<file path="src/sv/stl_pkg.sv">
// Shared types, codes and character tables for the shell token lexer.
package stl_pkg;

   // Token mode of the lexer
   typedef enum logic [2:0] {
      MODE_NONE = 3'b001,
      MODE_OP   = 3'b010,
      MODE_WORD = 3'b100
   } mode_type;

   // Assignment-word tracking
   typedef enum logic [3:0] {
      ASG_START = 4'b0001,
      ASG_NAME  = 4'b0010,
      ASG_EQ    = 4'b0100,
      ASG_NO    = 4'b1000
   } asg_type;

   // Token kinds
   localparam logic [2:0] KIND_NEWLINE  = 3'd0;
   localparam logic [2:0] KIND_OPERATOR = 3'd1;
   localparam logic [2:0] KIND_WORD     = 3'd2;
   localparam logic [2:0] KIND_ASSIGN   = 3'd3;
   localparam logic [2:0] KIND_IO_NUM   = 3'd4;
   localparam logic [2:0] KIND_RESERVED = 3'd5;

   // Operator codes
   localparam logic [4:0] OP_LESS        = 5'd0;
   localparam logic [4:0] OP_GREAT       = 5'd1;
   localparam logic [4:0] OP_DLESS       = 5'd2;
   localparam logic [4:0] OP_DGREAT      = 5'd3;
   localparam logic [4:0] OP_LESSAND     = 5'd4;
   localparam logic [4:0] OP_GREATAND    = 5'd5;
   localparam logic [4:0] OP_LESSGREAT   = 5'd6;
   localparam logic [4:0] OP_DLESSDASH   = 5'd7;
   localparam logic [4:0] OP_CLOBBER     = 5'd8;
   localparam logic [4:0] OP_OR_IF       = 5'd9;
   localparam logic [4:0] OP_AND_IF      = 5'd10;
   localparam logic [4:0] OP_PIPE        = 5'd11;
   localparam logic [4:0] OP_BANG        = 5'd12;
   localparam logic [4:0] OP_AMP         = 5'd13;
   localparam logic [4:0] OP_SEMI        = 5'd14;
   localparam logic [4:0] OP_BRACE_OPEN  = 5'd15;
   localparam logic [4:0] OP_BRACE_CLOSE = 5'd16;

   // Characters
   localparam logic [7:0] CH_LF     = 8'h0A;
   localparam logic [7:0] CH_TAB    = 8'h09;
   localparam logic [7:0] CH_SPACE  = 8'h20;
   localparam logic [7:0] CH_LT     = 8'h3C;
   localparam logic [7:0] CH_GT     = 8'h3E;
   localparam logic [7:0] CH_PIPE   = 8'h7C;
   localparam logic [7:0] CH_BANG   = 8'h21;
   localparam logic [7:0] CH_AMP    = 8'h26;
   localparam logic [7:0] CH_SEMI   = 8'h3B;
   localparam logic [7:0] CH_LBRACE = 8'h7B;
   localparam logic [7:0] CH_RBRACE = 8'h7D;
   localparam logic [7:0] CH_DASH   = 8'h2D;
   localparam logic [7:0] CH_UNDER  = 8'h5F;
   localparam logic [7:0] CH_EQUAL  = 8'h3D;

   localparam int KEY_COUNT = 13;
   localparam int HEAD_BYTES = 5;

   // Keywords packed first byte lowest, with their lengths
   localparam logic [39:0] KEY_HEAD [KEY_COUNT] = '{
      40'h00_65_73_61_63,   // case
      40'h00_00_00_6F_64,   // do
      40'h00_65_6E_6F_64,   // done
      40'h00_66_69_6C_65,   // elif
      40'h00_65_73_6C_65,   // else
      40'h00_63_61_73_65,   // esac
      40'h00_00_00_69_66,   // fi
      40'h00_00_72_6F_66,   // for
      40'h00_00_00_66_69,   // if
      40'h00_00_00_6E_69,   // in
      40'h00_6E_65_68_74,   // then
      40'h6C_69_74_6E_75,   // until
      40'h65_6C_69_68_77    // while
   };
   localparam logic [2:0] KEY_LEN [KEY_COUNT] = '{
      3'd4, 3'd2, 3'd4, 3'd4, 3'd4, 3'd4, 3'd2, 3'd3, 3'd2, 3'd2, 3'd4, 3'd5, 3'd5
   };

   typedef struct packed {
      logic       hit;
      logic [4:0] code;
   } hit_type;

   typedef struct packed {
      logic [2:0] kind;
      logic [4:0] code;
      logic [7:0] length;
      logic       last;
   } result_type;

   function automatic logic is_digit(input logic [7:0] c);
      return (c >= 8'h30) && (c <= 8'h39);
   endfunction

   function automatic logic is_alpha(input logic [7:0] c);
      return ((c >= 8'h61) && (c <= 8'h7A)) || ((c >= 8'h41) && (c <= 8'h5A));
   endfunction

   function automatic hit_type op_start(input logic [7:0] c);
      hit_type r;
      r.hit  = 1'b1;
      r.code = OP_LESS;
      unique case (c)
         CH_LT:     r.code = OP_LESS;
         CH_GT:     r.code = OP_GREAT;
         CH_PIPE:   r.code = OP_PIPE;
         CH_BANG:   r.code = OP_BANG;
         CH_AMP:    r.code = OP_AMP;
         CH_SEMI:   r.code = OP_SEMI;
         CH_LBRACE: r.code = OP_BRACE_OPEN;
         CH_RBRACE: r.code = OP_BRACE_CLOSE;
         default:   r.hit  = 1'b0;
      endcase
      return r;
   endfunction

   function automatic hit_type op_extend(input logic [4:0] p, input logic [7:0] c);
      hit_type r;
      r.hit  = 1'b1;
      r.code = OP_LESS;
      if (p == OP_LESS && c == CH_LT)         r.code = OP_DLESS;
      else if (p == OP_LESS && c == CH_AMP)   r.code = OP_LESSAND;
      else if (p == OP_LESS && c == CH_GT)    r.code = OP_LESSGREAT;
      else if (p == OP_GREAT && c == CH_GT)   r.code = OP_DGREAT;
      else if (p == OP_GREAT && c == CH_AMP)  r.code = OP_GREATAND;
      else if (p == OP_GREAT && c == CH_PIPE) r.code = OP_CLOBBER;
      else if (p == OP_DLESS && c == CH_DASH) r.code = OP_DLESSDASH;
      else if (p == OP_PIPE && c == CH_PIPE)  r.code = OP_OR_IF;
      else if (p == OP_AMP && c == CH_AMP)    r.code = OP_AND_IF;
      else                                    r.hit  = 1'b0;
      return r;
   endfunction

   // len_ok: the word is at most five bytes long
   function automatic hit_type key_lookup(input logic [39:0] head, input logic len_ok,
                                          input logic [2:0] len);
      hit_type r;
      r.hit  = 1'b0;
      r.code = 5'd0;
      for (int k = 0; k < KEY_COUNT; k++) begin
         if (len_ok && len == KEY_LEN[k] && head == KEY_HEAD[k]) begin
            r.hit  = 1'b1;
            r.code = 5'(k);
         end
      end
      return r;
   endfunction

endpackage

</file>
<file path="src/sv/shell_token_lexer_top.sv">
// Shell token lexer: one byte per item in, classified tokens out.
//
// Usage:
//  req_* carries one input character per item (req_tdata is the byte).
//  rsp_* carries tokens: rsp_tdata holds kind, code and length, rsp_tlast
//  marks the last token that one character caused (a character causes zero,
//  one or two tokens).
//  A token caused by a character is on rsp_* the cycle after the character
//  is accepted when no earlier token is waiting. Throughput: one character
//  per cycle while each causes at most one token and the receiver takes
//  them; a character that causes two tokens leaves two in the three-entry
//  result queue, so req_tready drops until the first of them drains.
//  req_tready is high while the queue holds at most one token, so the input
//  side never depends combinationally on rsp_tready.
//  When the receiver stalls, tokens wait in the queue and input is refused
//  once two or more are waiting.
//  Reset clears the lexer state (no token in progress, outside a command)
//  and empties the queue.
module shell_token_lexer_top #(
   parameter int MAX_TOKEN_LEN = 255
) (
   input  logic        clock,
   input  logic        reset,
   input  logic        req_tvalid,
   output logic        req_tready,
   input  logic [7:0]  req_tdata,   // [7:0] ch
   output logic        rsp_tvalid,
   input  logic        rsp_tready,
   output logic [15:0] rsp_tdata,   // [2:0] kind, [7:3] code, [15:8] length
   output logic        rsp_tlast    // last
);

   localparam int LenW = $clog2(MAX_TOKEN_LEN + 1);
   localparam int QDepth = 3;

   stl_pkg::mode_type     mode_ff, mode_in;
   logic [4:0]            prefix_ff, prefix_in;
   logic [LenW-1:0]       len_ff, len_in;
   logic [39:0]           head_ff, head_in;
   logic                  digits_ff, digits_in;
   stl_pkg::asg_type      track_ff, track_in;
   logic                  incmd_ff, incmd_in;

   stl_pkg::result_type   q_ff [QDepth];
   stl_pkg::result_type   q_in [QDepth];
   logic [1:0]            cnt_ff, cnt_in;

   stl_pkg::result_type   res [2];
   logic [1:0]            nres;
   logic                  accept, pop;
   logic [7:0]            ch;
   logic [7:0]            len_sat;
   stl_pkg::hit_type      kw;
   stl_pkg::hit_type      ext, start;
   stl_pkg::result_type   word_plain, word_redir;

   assign ch     = req_tdata;
   assign accept = req_tvalid && req_tready;
   assign pop    = rsp_tvalid && rsp_tready;

   assign req_tready = (cnt_ff < 2'd2);
   assign rsp_tvalid = (cnt_ff != 2'd0);
   assign rsp_tdata  = {q_ff[0].length, q_ff[0].code, q_ff[0].kind};
   assign rsp_tlast  = q_ff[0].last;

   assign len_sat = (32'(len_ff) > 32'd255) ? 8'hFF : 8'(len_ff);
   assign kw      = stl_pkg::key_lookup(head_ff, 32'(len_ff) <= 32'd5, len_ff[2:0]);
   assign ext     = stl_pkg::op_extend(prefix_ff, ch);
   assign start   = stl_pkg::op_start(ch);

   function automatic stl_pkg::result_type word_class(input logic redir);
      stl_pkg::result_type r;
      r.length = len_sat;
      r.code   = 5'd0;
      r.last   = 1'b0;
      if (digits_ff && redir) begin
         r.kind = stl_pkg::KIND_IO_NUM;
      end else if (!incmd_ff && track_ff == stl_pkg::ASG_EQ) begin
         r.kind = stl_pkg::KIND_ASSIGN;
      end else if (!incmd_ff && kw.hit) begin
         r.kind = stl_pkg::KIND_RESERVED;
         r.code = kw.code;
      end else begin
         r.kind = stl_pkg::KIND_WORD;
      end
      return r;
   endfunction

   always_comb begin
      word_plain = word_class(1'b0);
      word_redir = word_class(1'b1);
   end

   // Lexer step for the character on req_tdata
   always_comb begin : lex_step
      logic consumed;
      stl_pkg::result_type wres;
      stl_pkg::result_type nl;
      consumed  = 1'b0;
      wres      = (ch == stl_pkg::CH_LT || ch == stl_pkg::CH_GT) ? word_redir : word_plain;
      nl.kind   = stl_pkg::KIND_NEWLINE;
      nl.code   = 5'd0;
      nl.length = 8'd1;
      nl.last   = 1'b0;
      mode_in   = mode_ff;
      prefix_in = prefix_ff;
      len_in    = len_ff;
      head_in   = head_ff;
      digits_in = digits_ff;
      track_in  = track_ff;
      incmd_in  = incmd_ff;
      res[0]    = nl;
      res[1]    = nl;
      nres      = 2'd0;

      if (mode_ff == stl_pkg::MODE_OP) begin
         if (ch != stl_pkg::CH_LF && ext.hit) begin
            prefix_in = ext.code;
            if (len_ff < LenW'(MAX_TOKEN_LEN)) len_in = len_ff + 1'b1;
            consumed = 1'b1;
         end else begin
            res[0].kind   = stl_pkg::KIND_OPERATOR;
            res[0].code   = prefix_ff;
            res[0].length = len_sat;
            nres          = 2'd1;
            if (prefix_ff == stl_pkg::OP_AMP || prefix_ff == stl_pkg::OP_SEMI) incmd_in = 1'b0;
            mode_in = stl_pkg::MODE_NONE;
         end
      end

      if (!consumed) begin
         if (ch == stl_pkg::CH_LF) begin
            if (mode_ff == stl_pkg::MODE_WORD) begin
               res[0] = word_plain;
               if (word_plain.kind == stl_pkg::KIND_WORD) incmd_in = 1'b1;
               mode_in = stl_pkg::MODE_NONE;
               nres    = 2'd1;
            end
            res[nres[0]] = nl;
            nres         = nres + 2'd1;
         end else if (start.hit) begin
            if (mode_ff == stl_pkg::MODE_WORD) begin
               res[0] = wres;
               if (wres.kind == stl_pkg::KIND_WORD) incmd_in = 1'b1;
               nres = 2'd1;
            end
            mode_in   = stl_pkg::MODE_OP;
            prefix_in = start.code;
            len_in    = LenW'(1);
         end else if (ch == stl_pkg::CH_SPACE || ch == stl_pkg::CH_TAB) begin
            if (mode_ff == stl_pkg::MODE_WORD) begin
               res[0] = word_plain;
               if (word_plain.kind == stl_pkg::KIND_WORD) incmd_in = 1'b1;
               mode_in = stl_pkg::MODE_NONE;
               nres    = 2'd1;
            end
         end else begin
            // Word byte: open a fresh word if none is in progress
            if (mode_ff != stl_pkg::MODE_WORD) begin
               mode_in   = stl_pkg::MODE_WORD;
               len_in    = '0;
               head_in   = '0;
               digits_in = 1'b1;
               track_in  = stl_pkg::ASG_START;
            end
            if (32'(len_in) < stl_pkg::HEAD_BYTES) begin
               head_in = head_in | ({32'd0, ch} << (8 * len_in[2:0]));
            end
            if (!stl_pkg::is_digit(ch)) digits_in = 1'b0;
            unique case (track_in) inside
               stl_pkg::ASG_START: begin
                  track_in = (stl_pkg::is_alpha(ch) || ch == stl_pkg::CH_UNDER) ?
                             stl_pkg::ASG_NAME : stl_pkg::ASG_NO;
               end
               stl_pkg::ASG_NAME: begin
                  if (ch == stl_pkg::CH_EQUAL) begin
                     track_in = stl_pkg::ASG_EQ;
                  end else if (!(stl_pkg::is_alpha(ch) || stl_pkg::is_digit(ch) ||
                                 ch == stl_pkg::CH_UNDER)) begin
                     track_in = stl_pkg::ASG_NO;
                  end
               end
               stl_pkg::ASG_EQ, stl_pkg::ASG_NO: begin
                  track_in = track_in;
               end
               default: begin
                  track_in = stl_pkg::ASG_NO;
               end
            endcase
            if (len_in < LenW'(MAX_TOKEN_LEN)) len_in = len_in + 1'b1;
         end
      end

      if (nres == 2'd2) res[1].last = 1'b1;
      else if (nres == 2'd1) res[0].last = 1'b1;
   end

   // Result queue: drop the head on pop, append this item's tokens
   always_comb begin : queue_next
      logic [1:0] base;
      base = cnt_ff - {1'b0, pop};
      for (int i = 0; i < QDepth; i++) q_in[i] = q_ff[i];
      if (pop) begin
         for (int i = 0; i < QDepth - 1; i++) q_in[i] = q_ff[i + 1];
      end
      cnt_in = base;
      if (accept) begin
         if (nres != 2'd0) q_in[base] = res[0];
         if (nres == 2'd2) q_in[base + 2'd1] = res[1];
         cnt_in = base + nres;
      end
   end

   always_ff @(posedge clock) begin
      if (reset) begin
         mode_ff   <= stl_pkg::MODE_NONE;
         prefix_ff <= stl_pkg::OP_LESS;
         len_ff    <= '0;
         head_ff   <= '0;
         digits_ff <= 1'b1;
         track_ff  <= stl_pkg::ASG_START;
         incmd_ff  <= 1'b0;
         cnt_ff    <= 2'd0;
      end else begin
         if (accept) begin
            mode_ff   <= mode_in;
            prefix_ff <= prefix_in;
            len_ff    <= len_in;
            head_ff   <= head_in;
            digits_ff <= digits_in;
            track_ff  <= track_in;
            incmd_ff  <= incmd_in;
         end
         cnt_ff <= cnt_in;
      end
   end

   always_ff @(posedge clock) begin
      for (int i = 0; i < QDepth; i++) q_ff[i] <= q_in[i];
   end

   a_word_len: assert property (@(posedge clock) disable iff (reset)
      (mode_ff == stl_pkg::MODE_WORD) |-> (len_ff != '0))
      else $error("word in progress with zero length");

   a_op_len: assert property (@(posedge clock) disable iff (reset)
      (mode_ff == stl_pkg::MODE_OP) |-> (len_ff != '0 && 32'(len_ff) <= 32'd3))
      else $error("operator length out of range");

   a_op_code: assert property (@(posedge clock) disable iff (reset)
      (mode_ff == stl_pkg::MODE_OP) |-> (prefix_ff <= stl_pkg::OP_BRACE_CLOSE))
      else $error("operator prefix code out of range");

   a_digits_track: assert property (@(posedge clock) disable iff (reset)
      (mode_ff == stl_pkg::MODE_WORD && digits_ff) |-> (track_ff == stl_pkg::ASG_NO))
      else $error("all-digit word tracked as a name");

   a_queue_room: assert property (@(posedge clock) disable iff (reset)
      accept |=> (cnt_ff != 2'd0 || $past(nres) == 2'd0))
      else $error("tokens of an accepted item lost");

endmodule
</file>
<file path="config.mk">
export PLATFORM = sky130hd
export DESIGN_NAME = shell_token_lexer_top
export DESIGN_NICKNAME = d
export VERILOG_FILES = /design/src/sv/stl_pkg.sv /design/src/sv/shell_token_lexer_top.sv
export SDC_FILE = /design/constraint.sdc
export NUM_CORES = 1
export LEC_CHECK = 0
export BUFFER_PORTS_ARGS = -buffer_cell sky130_fd_sc_hd__buf_2
export CORE_AREA = 2 2 140 142
export DETAILED_ROUTE_END_ITERATION = 16
export DIE_AREA = 0 0 142 144
export HOLD_SLACK_MARGIN = 0.08
export PLACE_DENSITY_LB_ADDON = 0.2
export SLEW_MARGIN = 20
export SYNTH_ARGS = -nofsm -noshare
export SYNTH_HDL_FRONTEND = slang
export SYNTH_SLANG_ARGS = --single-unit
</file>
<file path="constraint.sdc">
create_clock -name clock -period 4.4 [get_ports clock]
set_input_delay 0.66 -clock clock [delete_from_list [all_inputs] [get_ports clock]]
set_output_delay 0.66 -clock clock [all_outputs]
set_load 0.02 [all_outputs]
</file>
==> flow_summary.yaml <==
floorplan:
  io_pins: 31
  fp-row-count: 51
  coreArea_um2: 19100
  start_util_pct: 38.9
  die_w_um: 142
  die_area_um2: 20400
  dieHeight_um: 144
global_routing:
  grt_overflow: 0
  grt_pass1_wl_mm: 35.0
  first_global_vias: 6212
  grt_max_degree: 61
  track_usage_pct: 21.7
  antenna_found_initial: 0
finish:
  fillers: 1901
  diodes: 0
  area_growth_pct: 12.6
  nNetsFinal: 946
  layout-drive-gt1-share_pct: 13.2
synthesis:
  ys_types: 81
  syn_area_per_cell_um2: 8.07
  syn_area_um2: 7430
  netlist_instances: 920
  syn-num-nets: 942
  synth-async-reset-ratio_pct: 0
  ys_warn_count: 0
  yosys.area.top_type: "dfxtp_1"
  synth_top_area_share_pct: 26.4
  synth_commonest_cells: "dfxtp_1, nand2_1, nor2_1"
  synth-edff-count: 17
  synth_flop_cell: "dfxtp_1"
  ys_ff_latch: 115
  synth_area_leaders: "dfxtp_1, edfxtp_1, mux2i_1, nand2_1, nor2_1"
  ys_seq_area_share_pct: 33.3
power:
  p_seq_share_pct: 36.6
  peakVddDrop_mv: 0.280
  p_leak_nw: 3.18
  p_per_area_nw_per_um2: 458
  p_comb_share_pct: 25.2
  p_total_mw: 3.83
  p_int_mw: 2.52
  clkPwrFrac_pct: 38.1
  p_sw_share_pct: 34.1
  p_switching_mw: 1.31
place:
  port_buffers: 30
  dp_hpwl_mm: 15.5
  gp_congestion: 0.969
min_path:
  hp-class: "register to register"
  hold_start: "head_ff[14]"
cts:
  post-cts-setup-buffers: 0
  cts_tree: "done"
  hold_buffers: 0
  numCtsBuffers: 17
  max-clock-path-buffers: 2
  path_clk_slew_ps: 60
  clock_latency_ps: 430
  cts_root_buf: "clkbuf_16"
  cts_resized: 0
  clock-sinks: 115
  htreeDepth: 4
sta:
  max_clock_freq_ghz: 0.263
  rsz0062_at_grt: "no"
  worst_pin_slew_ps: 829
  final_max_slew_viol_count: 0
  finalClockSkew_ps: 12.5
  fin_crit_ps: 3800
  maxSlewHeadroom_pct: 44.6
  setup_viol: 0
  hold_violations: 0
  fin_crit_sh_pct: 86.3
  fin_tns_setup_ps: 0
run:
  max_cap_viol_count: 0
worst_setup_path:
  crit_fanout: 8
  critPathArrivalTime_ps: 4030
  cp-end-kind: "register"
  crit_required_ps: 4630
  r2r_start: "len_ff[1]"
  worstReg2RegEnd: "q_ff[0][50]"
  setup.worst_path.end: "q_ff[0][50]"
  cp-startpoint: "len_ff[1]"
  worstSetupPathType: "register to register"
  r2r_cells: 10
  crit_path_start_kind: "register"
  r2r_slack_ps: 600
detailed_routing:
  wl_mm: 22.1
  first_pass_iters: 5
  vias_per_cell: 6.02
  drc: 0
  wl_per_cell_um: 18.8
  drt_iter0_markers: 573
  detail-route-antenna-nets: 0
  dr_total_vias: 7073
run_status:
  outcome: "finished clean"
[worst max-delay path, cell delays in order (launching register included)]
cell and delay (ps):
dfxtp_1 430, inv_1 190, ha_1 260, o211ai_1 190, or4b_2 720, or4_1 600
o21ai_0 340, nor3_1 180, nor4_1 200, nor2_1 150, o41ai_1 340
[layout make-up]
type	count	area (um^2)	share of cell area, %
Timing Repair Buffer	60	378	4.52
Tap cell	238	298	3.56
Clock buffer	17	425	5.08
Clock inverter	15	181	2.17
Multi-Input combinational cell	714	4550	54.4
Sequential cell	115	2470	29.5
Inverter	16	60.1	0.718
[kinds of logic after synthesis]
logic type | synth area share, %
xor+xnor | 1.06
compound gates | 24.0
buf+inv | 5.54
fa+ha+maj | 1.68
flops | 33.3
simple gates | 28.5
mux | 5.88
[power by group through the flow]
stage	registers (mW)	logic [mW]	clock network (mW)
global route	1.43	1.08	1.53
CTS	1.40	0.967	1.48
floorplan	1.38	0.836	0
detailed placement	1.42	0.965	0
finish	1.40	0.967	1.46
global placement	1.42	0.955	0
[registers in the layout (all words and copies together) (netlist names)]
register   flops
incmd_ff       1
len_ff         8
mode_ff        3
q_ff          51
cnt_ff         2
digits_ff      1
head_ff       40
track_ff       4
prefix_ff      5
[layer usage]
layer,up-vias,track usage [%],share of wire [%]
met2,240,32.3,44
met5,-,0,0
li1,3464,-,-
met1,3333,31.7,48
met3,36,3.74,5.7
met4,0,7.32,2.1
[through the flow]
step                utilization [%]  setup WS [ps]  instances  hold slack (ps)  area [um^2]
detailed placement             40.7            399       1143              483         7760
CTS                            43.8            722       1175              502         8360
global route                   43.9            391       1175              534         8370
floorplan                         -            829        920              463         7430
finish                         43.9            601       1175              498         8370
global placement               40.7            404       1143              479         7760
[how the worst min path moves through the flow]
| stage | cells after the start | endpoint | slack [ps] |
|---|---|---|---|
| 5_1_grt | 1 | head_ff[13] | 530 |
| 2_1_floorplan | 1 | head_ff[13] | 460 |
| 3_3_place_gp | 1 | head_ff[7] | 480 |
| 4_1_cts | 1 | head_ff[14] | 500 |
| 6_report | 1 | head_ff[14] | 500 |
| 3_5_place_dp | 1 | head_ff[7] | 480 |
[layout by cell type, fill, tap and decap left out, types with 6 or more instances in the layout]
cell       instances
ha_1              10
nor3_1            34
buf_4             31
mux2i_1           38
o211ai_1           8
o22ai_1           19
nor2_1            87
a22o_1            17
edfxtp_1          17
nor4b_1            7
inv_6              6
nand4b_1           6
nand4_1           10
o21ai_0           57
xnor2_1            6
o21a_1             6
buf_2             29
nand2_1           97
inv_1             15
a21oi_1           54
or4_1              6
and2_1            14
dfxtp_1           98
and3_1             8
clkbuf_16         17
a31oi_1           14
nor4_1            21
a211oi_1           7
nand2b_1          13
nand3b_1          10
a22oi_1           26
nand3_1           29
nor2b_1            6
Note: power is estimated with default switching activity, not from simulation.
